[config.mk]
export PLATFORM = sky130hd
export DESIGN_NAME = i2c_bit_level_master_unit
export DESIGN_NICKNAME = d
export VERILOG_FILES = /design/src/rtl/i2cbm_pkg.sv /design/src/rtl/i2c_bit_level_master_unit.sv /design/src/rtl/i2cbm_core.sv /design/src/rtl/i2cbm_out_q.sv
export SDC_FILE = /design/constraint.sdc
export NUM_CORES = 1
export LEC_CHECK = 0
export BUFFER_PORTS_ARGS = -buffer_cell sky130_fd_sc_hd__buf_2
export CAP_MARGIN = 10
export CORE_MARGIN = 2
export CORE_UTILIZATION = 40
export CTS_BUF_LIST = sky130_fd_sc_hd__clkbuf_8
export DETAILED_ROUTE_END_ITERATION = 8
export GPL_TIMING_DRIVEN = 0
export PLACE_DENSITY = 0.6
export SYNTH_ARGS = -nofsm -noshare
export SYNTH_HDL_FRONTEND = slang
export SYNTH_HIERARCHICAL = 1
export SYNTH_SLANG_ARGS = --single-unit
[constraint.sdc]
create_clock -name clk -period 2.8 [get_ports clk]
set_input_delay 0.56 -clock clk [delete_from_list [all_inputs] [get_ports clk]]
set_output_delay 0.56 -clock clk [all_outputs]
set_load 0.02 [all_outputs]
[src/rtl/i2cbm_pkg.sv]
`timescale 1ns / 1ps
`default_nettype none
package i2cbm_pkg;

  // Bus primitive being run; codes match the command codes that start them.
  typedef enum logic [2:0] {
    OP_IDLE  = 3'd0,
    OP_START = 3'd1,
    OP_STOP  = 3'd2,
    OP_SEND  = 3'd3,
    OP_RECV  = 3'd4,
    OP_SACK  = 3'd5,
    OP_RACK  = 3'd6
  } op_t;

  // Command codes on the input word; any other code acts as a tick.
  localparam logic [2:0] CMD_TICK  = 3'd0;
  localparam logic [2:0] CMD_START = 3'd1;
  localparam logic [2:0] CMD_STOP  = 3'd2;
  localparam logic [2:0] CMD_SEND  = 3'd3;
  localparam logic [2:0] CMD_RECV  = 3'd4;
  localparam logic [2:0] CMD_SACK  = 3'd5;
  localparam logic [2:0] CMD_RACK  = 3'd6;

  localparam logic [3:0] BITS_PER_BYTE  = 4'd8;
  localparam logic [2:0] TOP_BIT        = 3'd7;
  localparam logic [7:0] HALF_PERIOD_RST = 8'd5;

  typedef struct packed {
    logic [2:0] cmd;
    logic [7:0] tx_byte;
    logic       ack_level;
    logic       sda_in;
  } item_t;

  typedef struct packed {
    logic       scl_level;
    logic       sda_level;
    logic       sda_released;
    logic       busy_res;
    logic       done_res;
    logic [7:0] rx_byte;
    logic       ack_seen;
    logic       rejected;
  } result_t;

  // Status of the output queue seen by the top level.
  typedef struct packed {
    logic       full;
    logic       empty;
  } q_stat_t;

endpackage
`default_nettype wire

[src/rtl/i2c_bit_level_master_unit.sv]
`timescale 1ns / 1ps
`default_nettype none
// Channel   Signals                          Word
// --------  -------------------------------  -------------------------------
// in        in_valid / in_ready / in_data    item_t: cmd, tx_byte, ack, sda
// out       out_valid / out_ready / out_data result_t: pins, status, rx, ack
// cfg       cfg_we / cfg_wdata               half_period_ticks, no wait
//
// Each accepted word is handled in the cycle it is accepted: the bus state
// advances at that edge and one result word lands in a two-entry output queue,
// whose oldest entry shows on out_data. A new word can be taken every cycle;
// in_ready drops only while both queue entries hold results not yet taken.
// Reset (synchronous, rst high) leaves SCL and SDA high, SDA driven, the bus
// idle, the half period at 5 ticks and the queue empty.
module i2c_bit_level_master_unit (
  input  wire logic                clk,
  input  wire logic                rst,
  input  wire logic                cfg_we,
  input  wire logic [7:0]          cfg_wdata,
  input  wire logic                in_valid,
  output logic                     in_ready,
  input  wire i2cbm_pkg::item_t    in_data,
  output logic                     out_valid,
  input  wire logic                out_ready,
  output i2cbm_pkg::result_t       out_data
);

  logic               step;
  logic               pop;
  i2cbm_pkg::result_t res;
  i2cbm_pkg::q_stat_t q_stat;

  // take a word whenever the queue has room
  assign in_ready  = ~q_stat.full;
  assign step      = in_valid & in_ready;
  assign out_valid = ~q_stat.empty;
  assign pop       = out_valid & out_ready;

  // bus sequencer: state plus single-pass next-state logic
  i2cbm_core u_core (
    .clk       (clk),
    .rst       (rst),
    .cfg_we    (cfg_we),
    .cfg_wdata (cfg_wdata),
    .step      (step),
    .item      (in_data),
    .res       (res)
  );

  // result queue decouples the consumer from the sequencer
  i2cbm_out_q u_out_q (
    .clk       (clk),
    .rst       (rst),
    .push      (step),
    .push_data (res),
    .pop       (pop),
    .head      (out_data),
    .stat      (q_stat)
  );

`ifndef ASSERT_OFF
  // a finished primitive leaves the bus idle
  a_done_idle: assert property (@(posedge clk) disable iff (rst)
    step && res.done_res |-> !res.busy_res)
    else $error("done result still busy");

  // a rejected command never changes the busy state
  a_rej_busy: assert property (@(posedge clk) disable iff (rst)
    step && res.rejected |-> res.busy_res && !res.done_res)
    else $error("reject outside busy");

  // input stalls only while results are waiting
  a_stall_out: assert property (@(posedge clk) disable iff (rst)
    !in_ready |-> out_valid)
    else $error("input stalled with empty queue");

  // an accepted word always yields a pending result next cycle
  a_push_seen: assert property (@(posedge clk) disable iff (rst)
    step |=> out_valid)
    else $error("accepted word produced no result");
`endif

endmodule
`default_nettype wire

[src/rtl/i2cbm_core.sv]
`timescale 1ns / 1ps
`default_nettype none
module i2cbm_core (
  input  wire logic              clk,
  input  wire logic              rst,
  input  wire logic              cfg_we,
  input  wire logic [7:0]        cfg_wdata,
  input  wire logic              step,
  input  wire i2cbm_pkg::item_t  item,
  output i2cbm_pkg::result_t     res
);

  logic [7:0]     half_period;
  i2cbm_pkg::op_t operation, operation_next;
  logic           phase, phase_next;
  logic [3:0]     bit_index, bit_index_next;
  logic [7:0]     wait_count, wait_count_next;
  logic [7:0]     shift_reg, shift_reg_next;
  logic [7:0]     rx_reg, rx_reg_next;
  logic           scl_reg, scl_reg_next;
  logic           sda_reg, sda_reg_next;
  logic           sda_dir_in, sda_dir_in_next;
  logic           ack_reg, ack_reg_next;

  logic           is_cmd;
  logic           fin;
  logic           done;
  logic           rej;
  logic [7:0]     reload;
  logic [3:0]     idx_inc;

  always_comb begin
    operation_next  = operation;
    phase_next      = phase;
    bit_index_next  = bit_index;
    wait_count_next = wait_count;
    shift_reg_next  = shift_reg;
    rx_reg_next     = rx_reg;
    scl_reg_next    = scl_reg;
    sda_reg_next    = sda_reg;
    sda_dir_in_next = sda_dir_in;
    ack_reg_next    = ack_reg;
    done            = 1'b0;
    rej             = 1'b0;
    fin             = 1'b0;
    reload          = (half_period == 8'd0) ? 8'd1 : half_period;
    idx_inc         = bit_index + 4'd1;

    unique case (item.cmd) inside
      i2cbm_pkg::CMD_START, i2cbm_pkg::CMD_STOP, i2cbm_pkg::CMD_SEND,
      i2cbm_pkg::CMD_RECV, i2cbm_pkg::CMD_SACK, i2cbm_pkg::CMD_RACK: begin
        is_cmd = 1'b1;
      end
      default: begin
        is_cmd = 1'b0;
      end
    endcase

    if (!is_cmd) begin
      if (operation != i2cbm_pkg::OP_IDLE) begin
        if (wait_count > 8'd1) begin
          wait_count_next = wait_count - 8'd1;
        end else begin
          if (!phase) begin
            // first half of a step: SDA falls for start, else SCL rises
            if (operation == i2cbm_pkg::OP_START) begin
              sda_reg_next = 1'b0;
            end else begin
              scl_reg_next = 1'b1;
            end
            phase_next = 1'b1;
          end else begin
            unique case (operation)
              i2cbm_pkg::OP_START, i2cbm_pkg::OP_SACK: begin
                scl_reg_next = 1'b0;
                fin          = 1'b1;
              end
              i2cbm_pkg::OP_STOP: begin
                sda_reg_next = 1'b1;
                fin          = 1'b1;
              end
              i2cbm_pkg::OP_RACK: begin
                ack_reg_next = item.sda_in;
                scl_reg_next = 1'b0;
                fin          = 1'b1;
              end
              i2cbm_pkg::OP_SEND: begin
                scl_reg_next   = 1'b0;
                bit_index_next = idx_inc;
                if (idx_inc >= i2cbm_pkg::BITS_PER_BYTE) begin
                  fin = 1'b1;
                end else begin
                  sda_reg_next = shift_reg[i2cbm_pkg::TOP_BIT - idx_inc[2:0]];
                  phase_next   = 1'b0;
                end
              end
              i2cbm_pkg::OP_RECV: begin
                // sample at the end of the SCL-high half, MSB first
                if (item.sda_in) begin
                  rx_reg_next[i2cbm_pkg::TOP_BIT - bit_index[2:0]] = 1'b1;
                end
                scl_reg_next   = 1'b0;
                bit_index_next = idx_inc;
                if (idx_inc >= i2cbm_pkg::BITS_PER_BYTE) begin
                  fin = 1'b1;
                end else begin
                  phase_next = 1'b0;
                end
              end
              default: begin
                fin = 1'b1;
              end
            endcase
          end
          if (fin) begin
            operation_next  = i2cbm_pkg::OP_IDLE;
            phase_next      = 1'b0;
            wait_count_next = 8'd0;
            done            = 1'b1;
          end else begin
            wait_count_next = reload;
          end
        end
      end
    end else if (operation != i2cbm_pkg::OP_IDLE) begin
      rej = 1'b1;
    end else begin
      operation_next  = i2cbm_pkg::op_t'(item.cmd);
      phase_next      = 1'b0;
      bit_index_next  = 4'd0;
      wait_count_next = reload;
      unique case (item.cmd)
        i2cbm_pkg::CMD_START: begin
          sda_dir_in_next = 1'b0;
          scl_reg_next    = 1'b1;
          sda_reg_next    = 1'b1;
        end
        i2cbm_pkg::CMD_STOP: begin
          sda_dir_in_next = 1'b0;
          scl_reg_next    = 1'b0;
          sda_reg_next    = 1'b0;
        end
        i2cbm_pkg::CMD_SEND: begin
          sda_dir_in_next = 1'b0;
          scl_reg_next    = 1'b0;
          shift_reg_next  = item.tx_byte;
          sda_reg_next    = item.tx_byte[i2cbm_pkg::TOP_BIT];
        end
        i2cbm_pkg::CMD_RECV: begin
          sda_dir_in_next = 1'b1;
          scl_reg_next    = 1'b0;
          rx_reg_next     = 8'd0;
        end
        i2cbm_pkg::CMD_SACK: begin
          sda_dir_in_next = 1'b0;
          scl_reg_next    = 1'b0;
          sda_reg_next    = item.ack_level;
        end
        default: begin
          sda_dir_in_next = 1'b1;
          scl_reg_next    = 1'b0;
        end
      endcase
    end

    res.scl_level    = scl_reg_next;
    res.sda_level    = sda_dir_in_next | sda_reg_next;
    res.sda_released = sda_dir_in_next;
    res.busy_res     = (operation_next != i2cbm_pkg::OP_IDLE);
    res.done_res     = done;
    res.rx_byte      = rx_reg_next;
    res.ack_seen     = ack_reg_next;
    res.rejected     = rej;
  end

  always_ff @(posedge clk) begin
    if (rst) begin
      half_period <= i2cbm_pkg::HALF_PERIOD_RST;
    end else if (cfg_we) begin
      half_period <= cfg_wdata;
    end
  end

  always_ff @(posedge clk) begin
    if (rst) begin
      operation  <= i2cbm_pkg::OP_IDLE;
      phase      <= 1'b0;
      bit_index  <= 4'd0;
      wait_count <= 8'd0;
      shift_reg  <= 8'd0;
      rx_reg     <= 8'd0;
      scl_reg    <= 1'b1;
      sda_reg    <= 1'b1;
      sda_dir_in <= 1'b0;
      ack_reg    <= 1'b0;
    end else if (step) begin
      operation  <= operation_next;
      phase      <= phase_next;
      bit_index  <= bit_index_next;
      wait_count <= wait_count_next;
      shift_reg  <= shift_reg_next;
      rx_reg     <= rx_reg_next;
      scl_reg    <= scl_reg_next;
      sda_reg    <= sda_reg_next;
      sda_dir_in <= sda_dir_in_next;
      ack_reg    <= ack_reg_next;
    end
  end

endmodule
`default_nettype wire

[src/rtl/i2cbm_out_q.sv]
`timescale 1ns / 1ps
`default_nettype none
module i2cbm_out_q (
  input  wire logic                clk,
  input  wire logic                rst,
  input  wire logic                push,
  input  wire i2cbm_pkg::result_t  push_data,
  input  wire logic                pop,
  output i2cbm_pkg::result_t       head,
  output i2cbm_pkg::q_stat_t       stat
);

  i2cbm_pkg::result_t slot [2];
  logic               wr_ptr;
  logic               rd_ptr;
  logic [1:0]         count;

  assign head       = slot[rd_ptr];
  assign stat.full  = (count == 2'd2);
  assign stat.empty = (count == 2'd0);

  always_ff @(posedge clk) begin
    if (push) begin
      slot[wr_ptr] <= push_data;
    end
  end

  always_ff @(posedge clk) begin
    if (rst) begin
      wr_ptr <= 1'b0;
      rd_ptr <= 1'b0;
      count  <= 2'd0;
    end else begin
      if (push) begin
        wr_ptr <= ~wr_ptr;
      end
      if (pop) begin
        rd_ptr <= ~rd_ptr;
      end
      case ({push, pop})
        2'b10:   count <= count + 2'd1;
        2'b01:   count <= count - 2'd1;
        default: count <= count;
      endcase
    end
  end

endmodule
`default_nettype wire
# Word level (Yosys, flattened, before mapping)
# Memory sizes are Yosys's and may differ from the RTL's. A register that Yosys moved wholly into a read port is not among the register bits.
# Cells that the tools add are included.
[op_classes]
add_sub_neg = 6
n_mul = 0
div_mod_pow = 0
n_lt_le_gt_ge = 5
eq_ne = 17
n_shift = 0
n_mux = 78
bitwise_logic = 9
n_reduce_logical = 17
[op_table]
columns = ["op", "count"]
rows = [
  ["8-bit 2-to-1 mux", 14],
  ["1-bit 2-to-1 mux", 48],
  ["4-bit 2-to-1 mux", 6],
  ["3-bit == test (second input constant)", 6],
  ["3-bit 2-to-1 mux", 5],
  ["3-bit by 2-bit == test with 1-bit output (second input constant)", 4],
  ["8-bit by 1-bit > comparator with 1-bit output (second input constant)", 1],
  ["8-bit zero test", 1],
  ["3-bit by 4-bit < comparator with 1-bit output (second input constant)", 2],
  ["8-bit bitwise OR", 1],
  ["4-bit AND reduction", 2],
  ["2-bit nonzero test", 4],
  ["8-bit by 1-bit subtractor with 8-bit output (second input constant)", 1],
  ["3-bit by 1-bit == test with 1-bit output (second input constant)", 2],
  ["6-bit AND reduction", 1],
  ["3-bit nonzero test", 2],
  ["6-bit OR reduction", 1],
  ["3-bit subtractor (first input constant)", 2],
  ["1-bit inverter", 5],
  ["5-bit OR reduction", 1],
  ["4-bit by 1-bit adder with 4-bit output (second input constant)", 1],
  ["2-bit == test (second input constant)", 2],
  ["4-bit greater-or-equal comparator (second input constant)", 1],
  ["1-bit case mux with 4 select lines", 1],
  ["17 further kinds", 18],
]
[totals]
regBits = 48
latch_bits = 0
ram_bits = 30
rom_bits = 0
in_bits = 26
out_inout_bits = 17
mem_count = 1
[memory_table]
columns = ["memory", "depth", "width", "read_ports", "rd_clocked_by_memory_dff", "write_ports", "line", "text"]
rows = [
  ["u_out_q.slot", 2, 15, 1, 1, 1, "i2cbm_out_q.sv:13", "i2cbm_pkg::result_t slot [2];"],
]

# Logic depth before layout (Yosys ltp)
# Gate-level depths: netlist (run 1).
[depth]
depth_word = 13
depth_mapped = 12

# Hierarchy
# Netlist (run 1), hierarchy kept.
[by_module_without_submodules]
columns = ["module", "n_inst", "cells_each", "area_per_inst_um2"]
rows = [
  ["i2cbm_core", 1, 315, 2610.0],
  ["i2cbm_out_q", 1, 69, 1285.0],
  ["i2c_bit_level_master_unit", 1, 4, 20.0],
]

# Worst setup path after synthesis (run 1)
# OpenSTA, ideal clock, no wires.
[synth_timing]
path_kind = "input port to flip-flop"
startpoint = "input in_data[12] in the netlist's numbering"
endpoint = "register u_core.phase"
setup_time_ns = 0.070
t_arrival_ns = 2.554
setup_slack_ns = 0.176
path_stages = 10
n_path_buf = 3
path_cell_list = "clkbuf_1 -> nor3_1 -> nor2_1 -> clkbuf_1 -> inv_2 -> buf_2 -> ha_1 -> nand2b_1 -> or4_1 -> a21oi_1"
[synth_between]
elab_chain_cells = 5
elab_cells_between_ends = 13
classes_between = "eq/ne: 8; mux: 2; reduce/logical: 3"
[synth_rtl]
columns = ["item", "line", "text"]
rows = [
  ["start, declared", "i2c_bit_level_master_unit.sv:22", "input wire i2cbm_pkg::item_t in_data,"],
  ["3-bit == test (no source line) (tied with other cells)", "--", ""],
  ["6-bit OR reduction (*)", "i2cbm_core.sv:49", "unique case (item.cmd) inside"],
  ["1-bit 2-to-1 mux (*)", "i2cbm_core.sv:49", ""],
  ["2-bit by 1-bit != test with 1-bit output (no source line) (tied with other cells)", "--", ""],
  ["4-bit AND reduction (no source line)", "--", ""],
  ["end signal, assigned", "i2cbm_core.sv:198", "phase <= phase_next;"],
  ["end, declared", "i2cbm_core.sv:15", "logic phase, phase_next;"],
]
# Every way passes the cells marked *; elsewhere a longest branch is shown, timed or not.
# A chain may end at the register's enable or synchronous reset.

# Worst setup path in the final report (run 1)
# Same ends and word-level chain as after synthesis.

==> impl_metrics.ini, run 1 <==
[die]
die_area_mm2 = 0.0106
die_w_um = 103
fp-row-count = 36
die_h_um = 103
ioPinCount = 43
initial_core_util = 0.406
core_mm2 = 0.00964

[place]
place.gp.congestion = 0.868
dpl_worst_slack_ns = -0.418
dp.cells = 561
post-dp-hpwl_mm = 6.31
port_buffers = 40
place_area_mm2 = 0.00428

[sta]
fmax_ghz = 0.386
period_minus_slack_ns = 2.59
slew_violations = 0
setup_ws_ns = 0.210
rsz0062_at_grt = false
final.setup_skew_ns = 0.00891
slew-limit-headroom = 0.424
worst_pin_slew_ns = 0.856
setup_viol = 0
post-route-period-util = 0.925
hold_viol = 0
timing.hold.ws_ns = 0.428

[global_route]
grt_max_degree = 16
antenna_found_initial = 0
grt_pass1_vias = 3024
grt_pass1_wl_mm = 14.8
gr-usage-all-layers = 0.180
overflow = 0

[layout]
final_core_util = 0.470
fillers = 973
stdcell_area_mm2 = 0.00453
area_delta_synth_final_pct = 15.8
drive_gt1_frac = 0.231
largest_reg_flops = 30
fin_cells = 579
regMostFlops = u_out_q/slot
nets = 473
antenna_cells = 0

[drt]
firstDrtPassIters = 4
ant_nets = 0
viasPerCell = 5.46
drt_wl_total_mm = 8.88
post_drt_wl_per_cell_um = 15.3
vias = 3161
drtIter0Drc = 130
remaining_drc_errors = 0

[setup_path]
crit_path_start = in_data[12]
path_class = in -> reg
startpoint_type = primary input
crit_fanout = 10
reg2reg_from = u_core/wait_count[2]
required_ns = 3.07
cp-end-kind = flip-flop
crit_arrival_ns = 2.86

[clocking]
cts-root-buf = clkbuf_8
cts_sinks = 79
cts_buffer_depth = 2
clk_pin_slew_worst_paths_ns = 0.08
cts_made_buffers = 9
htree_levels = 3
cts_tree = built
hold_buffers = 0
insertion_delay_ns = 0.35

[synth]
avgSynthCellArea_um2 = 10.1
synth_seq_cells = 79
synthTopCellsByCount = dfxtp_1 (49), nor2_1 (41), edfxtp_1 (30), a21oi_1 (21), nand2_1 (20)
synth_area_mm2 = 0.00392
synth.most_common_cell = dfxtp_1
synthTopCellsByArea = dfxtp_1 (25%), edfxtp_1 (23%), mux2_2 (5.2%)
yosysSeqAreaShare = 0.481
synth_cells = 388
yosysTopAreaCellShare = 0.251
synth_area_leader_cell = dfxtp_1
yosysWarnings = 6
syn_nets = 420
synth_edf_count = 30
synthDistinctLibCells = 55
synthFlopType = dfxtp_1
async_flop_share = 0

[status]
status = complete, no violations

[power]
power.density_mw_per_mm2 = 766
p_leak_nw = 1.68
peakVddDrop_mv = 0.311

[run]
cap_violations = 0

[hold_path]
min_from = cfg_wdata[0]
holdCritPathClass = in -> reg
-- placed cells by master (no fill, tap or decap), types with 3 or more instances in the layout --
master | Yosys | layout
ha_1 | 6 | 6
a21oi_1 | 21 | 21
nor3b_1 | 3 | 3
nor4_1 | 7 | 7
a22o_1 | 7 | 7
a31oi_1 | 6 | 6
dfxtp_1 | 49 | 49
mux2i_1 | 17 | 17
o211ai_1 | 5 | 5
or4_4 | 3 | 3
nor3_1 | 11 | 10
o2111ai_1 | 3 | 3
o31ai_1 | 3 | 3
and3_1 | 4 | 4
nor2_1 | 41 | 41
clkbuf_1 | 19 | 17
or3_1 | 4 | 4
nand4_1 | 4 | 4
xnor2_1 | 6 | 6
and2_1 | 3 | 3
a21boi_0 | 3 | 3
nand3_1 | 10 | 10
mux2_2 | 18 | 18
inv_1 | 10 | 10
clkinv_4 | 0 | 3
a211oi_1 | 7 | 7
buf_2 | 4 | 44
nand2b_1 | 5 | 5
edfxtp_1 | 30 | 30
buf_4 | 5 | 5
a32oi_1 | 8 | 8
o21ai_0 | 14 | 14
clkbuf_8 | 0 | 9
nand2_1 | 20 | 20
-- metal layers --
metal | global-route usage | wire length (µm) | vias up
li1 | - | - | 1550
met1 | 0.229 | 3990 | 1492
met2 | 0.299 | 4250 | 102
met3 | 0.0393 | 462 | 17
met4 | 0.0678 | 176 | 0
met5 | 0 | 0 | -
-- area by class of cell --
cell class,count,area [µm²],share of cell area
sequential,79,1880,0.415
clock buffer,9,124,0.0273
buffer,29,143,0.0315
timing repair buffer,42,231,0.0510
multi-input combinational,268,1860,0.411
tap,133,166,0.0367
clock inverter,7,78.8,0.0174
inverter,12,45.0,0.00993
-- kinds of logic after synthesis --
group | share of synthesized area
multiplexers | 0.114
flip-flops | 0.481
AO/OA/AOI/OAI | 0.144
buffers and inverters | 0.0473
XOR/XNOR | 0.0179
adder cells (fa/ha/maj) | 0.0192
AND/OR/NAND/NOR | 0.176
-- metrics by stage --
step | TNS, ns | total power, W
3_3_place_gp | -7.07 | 0.00259
3_5_place_dp | -7.52 | 0.00261
4_1_cts | 0 | 0.00349
6_report | 0 | 0.00347
2_1_floorplan | 0 | 0.00230
5_1_grt | 0 | 0.00368
-- worst max-delay path, cell delays in order --
cell and delay [ns]:
clkbuf_1 0.33, nor3_2 0.14, nor2_1 0.15, clkbuf_2 0.26, inv_2 0.14, buf_2 0.22, ha_1 0.22, nand2b_1 0.25
or4_1 0.45, a21oi_1 0.14
-- repair_timing --
action                     4_1_cts  5_1_grt
setup buffers                    1        0
setup endpoints to repair        8        8
pin swaps                        1        0
gates resized for setup          3        2
-- final timing paths --
path	end	cells after the start	slack, ns
min	u_core/half_period[0]	3	0.43
max reg2reg	u_out_q/slot[1][11]	6	0.25
max	u_core/phase	10	0.21
min reg2reg	u_core/half_period[0]	2	0.48
-- power breakdown --
group / switching [W] / internal [W] / total (W)
logic: 0.000699 / 0.000449 / 0.00115
clock network: 0.000447 / 0.000421 / 0.000869
registers: 0.0000882 / 0.00137 / 0.00146
total: 0.00123 / 0.00224 / 0.00347
Power figures use the tool's default switching activity.
==> inputs of run 2 (changes only) <==
==> constraint.sdc (replaced) <==
create_clock -name clk -period 2.2 [get_ports clk]
set_input_delay 0.44 -clock clk [delete_from_list [all_inputs] [get_ports clk]]
set_output_delay 0.44 -clock clk [all_outputs]
set_load 0.02 [all_outputs]
==> impl_metrics.ini, run 2 (same netlist as run 1, synthesis figures left out) <==
[status]
status = complete, but fails checks
violations = setup timing

[global_route]
gr-usage-all-layers = 0.187
overflow = 0
antenna_found_initial = 0
grt_max_degree = 16
grt_pass1_vias = 3193
grt_pass1_wl_mm = 15.4

[clocking]
clk_pin_slew_worst_paths_ns = 0.08
cts_sinks = 79
cts_buffer_depth = 2
htree_levels = 3
insertion_delay_ns = 0.35
cts-root-buf = clkbuf_8
cts_tree = built
cts_made_buffers = 9
hold_buffers = 0

[drt]
wl_met1_mm = 4.18
drt_wl_total_mm = 9.34
highest_layer = met4
routed-wl-met2_mm = 4.52
post_drt_wl_per_cell_um = 15.8
dr_wl_met3_um = 435
ant_nets = 0
viasPerCell = 5.44
vias = 3220
drtIter0Drc = 237
firstDrtPassIters = 5
remaining_drc_errors = 0

[sta]
worst_pin_slew_ns = 0.745
fmax_ghz = 0.427
slew-limit-headroom = 0.503
final.setup_skew_ns = 0.0125
setup_viol = 18
period_minus_slack_ns = 2.34
rsz0062_at_grt = true
post-route-period-util = 1.07
setup_ws_ns = -0.143
slew_violations = 0
hold_viol = 0

[hold_path]
holdCritPathClass = in -> reg

[power]
seqPwrFrac = 0.403
combPwrFrac = 0.387
intPower_w = 0.00294
swShare = 0.365
peakVddDrop_mv = 0.509
p_clk_frac = 0.210
p_leak_nw = 1.80
p_sw_w = 0.00169
power.density_mw_per_mm2 = 949
finalPower_w = 0.00463

[die]
die_h_um = 103
die_w_um = 103
initial_core_util = 0.406
ioPinCount = 43
die_area_mm2 = 0.0106
core_mm2 = 0.00964
fp-row-count = 36

[layout]
layout_commonest_cell = dfxtp_1
final_cell_mix = dfxtp_1 (44), buf_2 (43), nor2_1 (38)
regMostFlops = u_out_q/slot
antenna_cells = 0
nets = 486
area_delta_synth_final_pct = 24.7
drive_gt1_frac = 0.340
fin_cells = 592
largest_reg_flops = 30

[setup_path]
path_cells = or4_4 -> or4_4 -> or3_4 -> mux2_4 -> a31oi_1
path_class = reg -> reg
startpoint_type = flip-flop
cp-end-kind = flip-flop
path_common_cell = or4_4
required_ns = 2.47
critical-path-max-stage-delay_ns = 0.54
critical_path.slowest_cell = or4_4
crit_fanout = 5
crit_arrival_ns = 2.61

[place]
post-dp-hpwl_mm = 6.46
port_buffers = 40
place.gp.congestion = 0.851
dp.cells = 561

[run]
cap_violations = 0
run 2: cell types whose count changed in the layout (fill, tap and decap cells not counted), moves of 4 or more:
| cell | previous run | this run |
|---|---|---|
| a211oi_1 | 7 | 3 |
| dfxtp_2 | 0 | 4 |
| buf_4 | 5 | 17 |
| clkbuf_1 | 17 | 9 |
| dfxtp_1 | 49 | 44 |
| nor4_1 | 7 | 3 |
| nor3_4 | 0 | 4 |
| clkinvlp_4 | 0 | 4 |
run 2: per-layer routing:
layer	track usage	vias up
li1	-	1568
met1	0.230	1543
met2	0.321	90
met3	0.0373	19
met4	0.0719	0
met5	0	-
run 2: what timing repair did:
action                                  in CTS  in global routing
buffers inserted                             8                  9
resized for setup                           29                 39
pin swaps                                   10                 22
gates cloned                                 1                  0
endpoints found under the setup margin      94                 54
run 2: path summary, 6_finish.rpt:
path,from,slack [ns],to,cells after the start
setup / recovery,u_core/wait_count[3],-0.14,u_core/bit_index[1],5
hold / removal,cfg_wdata[2],0.30,u_core/half_period[2],3
setup reg to reg,u_core/wait_count[3],-0.14,u_core/bit_index[1],5
hold reg to reg,u_core/half_period[0],0.48,u_core/half_period[0],2
run 2: worst max-delay path: cells and delay by family, from the launching register on:
kind / cells / cell delay [ns]
flops: 1 / 0.35
simple gates: 3 / 1.49
mux: 1 / 0.31
compound gates: 1 / 0.12
run 2: cell type report:
class | instances | area (µm²)
multi-input cells | 269 | 2070
plain buffers | 26 | 166
fillers | 952 | 4760
inverters | 12 | 48.8
well taps | 133 | 166
clock inverters | 7 | 55.1
clock buffers | 9 | 124
flip-flops and latches | 79 | 1890
repair buffers | 57 | 364
run 2: per-stage QoR:
stage                     instance area (µm²)  TNS, ns  setup slack [ns]  hold slack, ns  utilization
after floorplan                          3960   -0.213           -0.0775           0.442            -
after global placement                   4330   -27.32            -0.642           0.459        0.449
after detailed placement                 4330   -27.52            -0.642           0.467        0.449
after CTS                                4670    -1.73            -0.205           0.290        0.485
after global routing                     4880    -2.87            -0.200           0.312        0.506
final                                    4880    -1.10            -0.143           0.305        0.506
run 2: power groups by stage:
stage	clock network [W]	registers (W)	logic, W
6_report	0.000974	0.00187	0.00179
5_1_grt	0.00106	0.00189	0.00195
4_1_cts	0.00101	0.00186	0.00164
3_5_place_dp	0	0.00189	0.00145
3_3_place_gp	0	0.00188	0.00143
2_1_floorplan	0	0.00186	0.00109
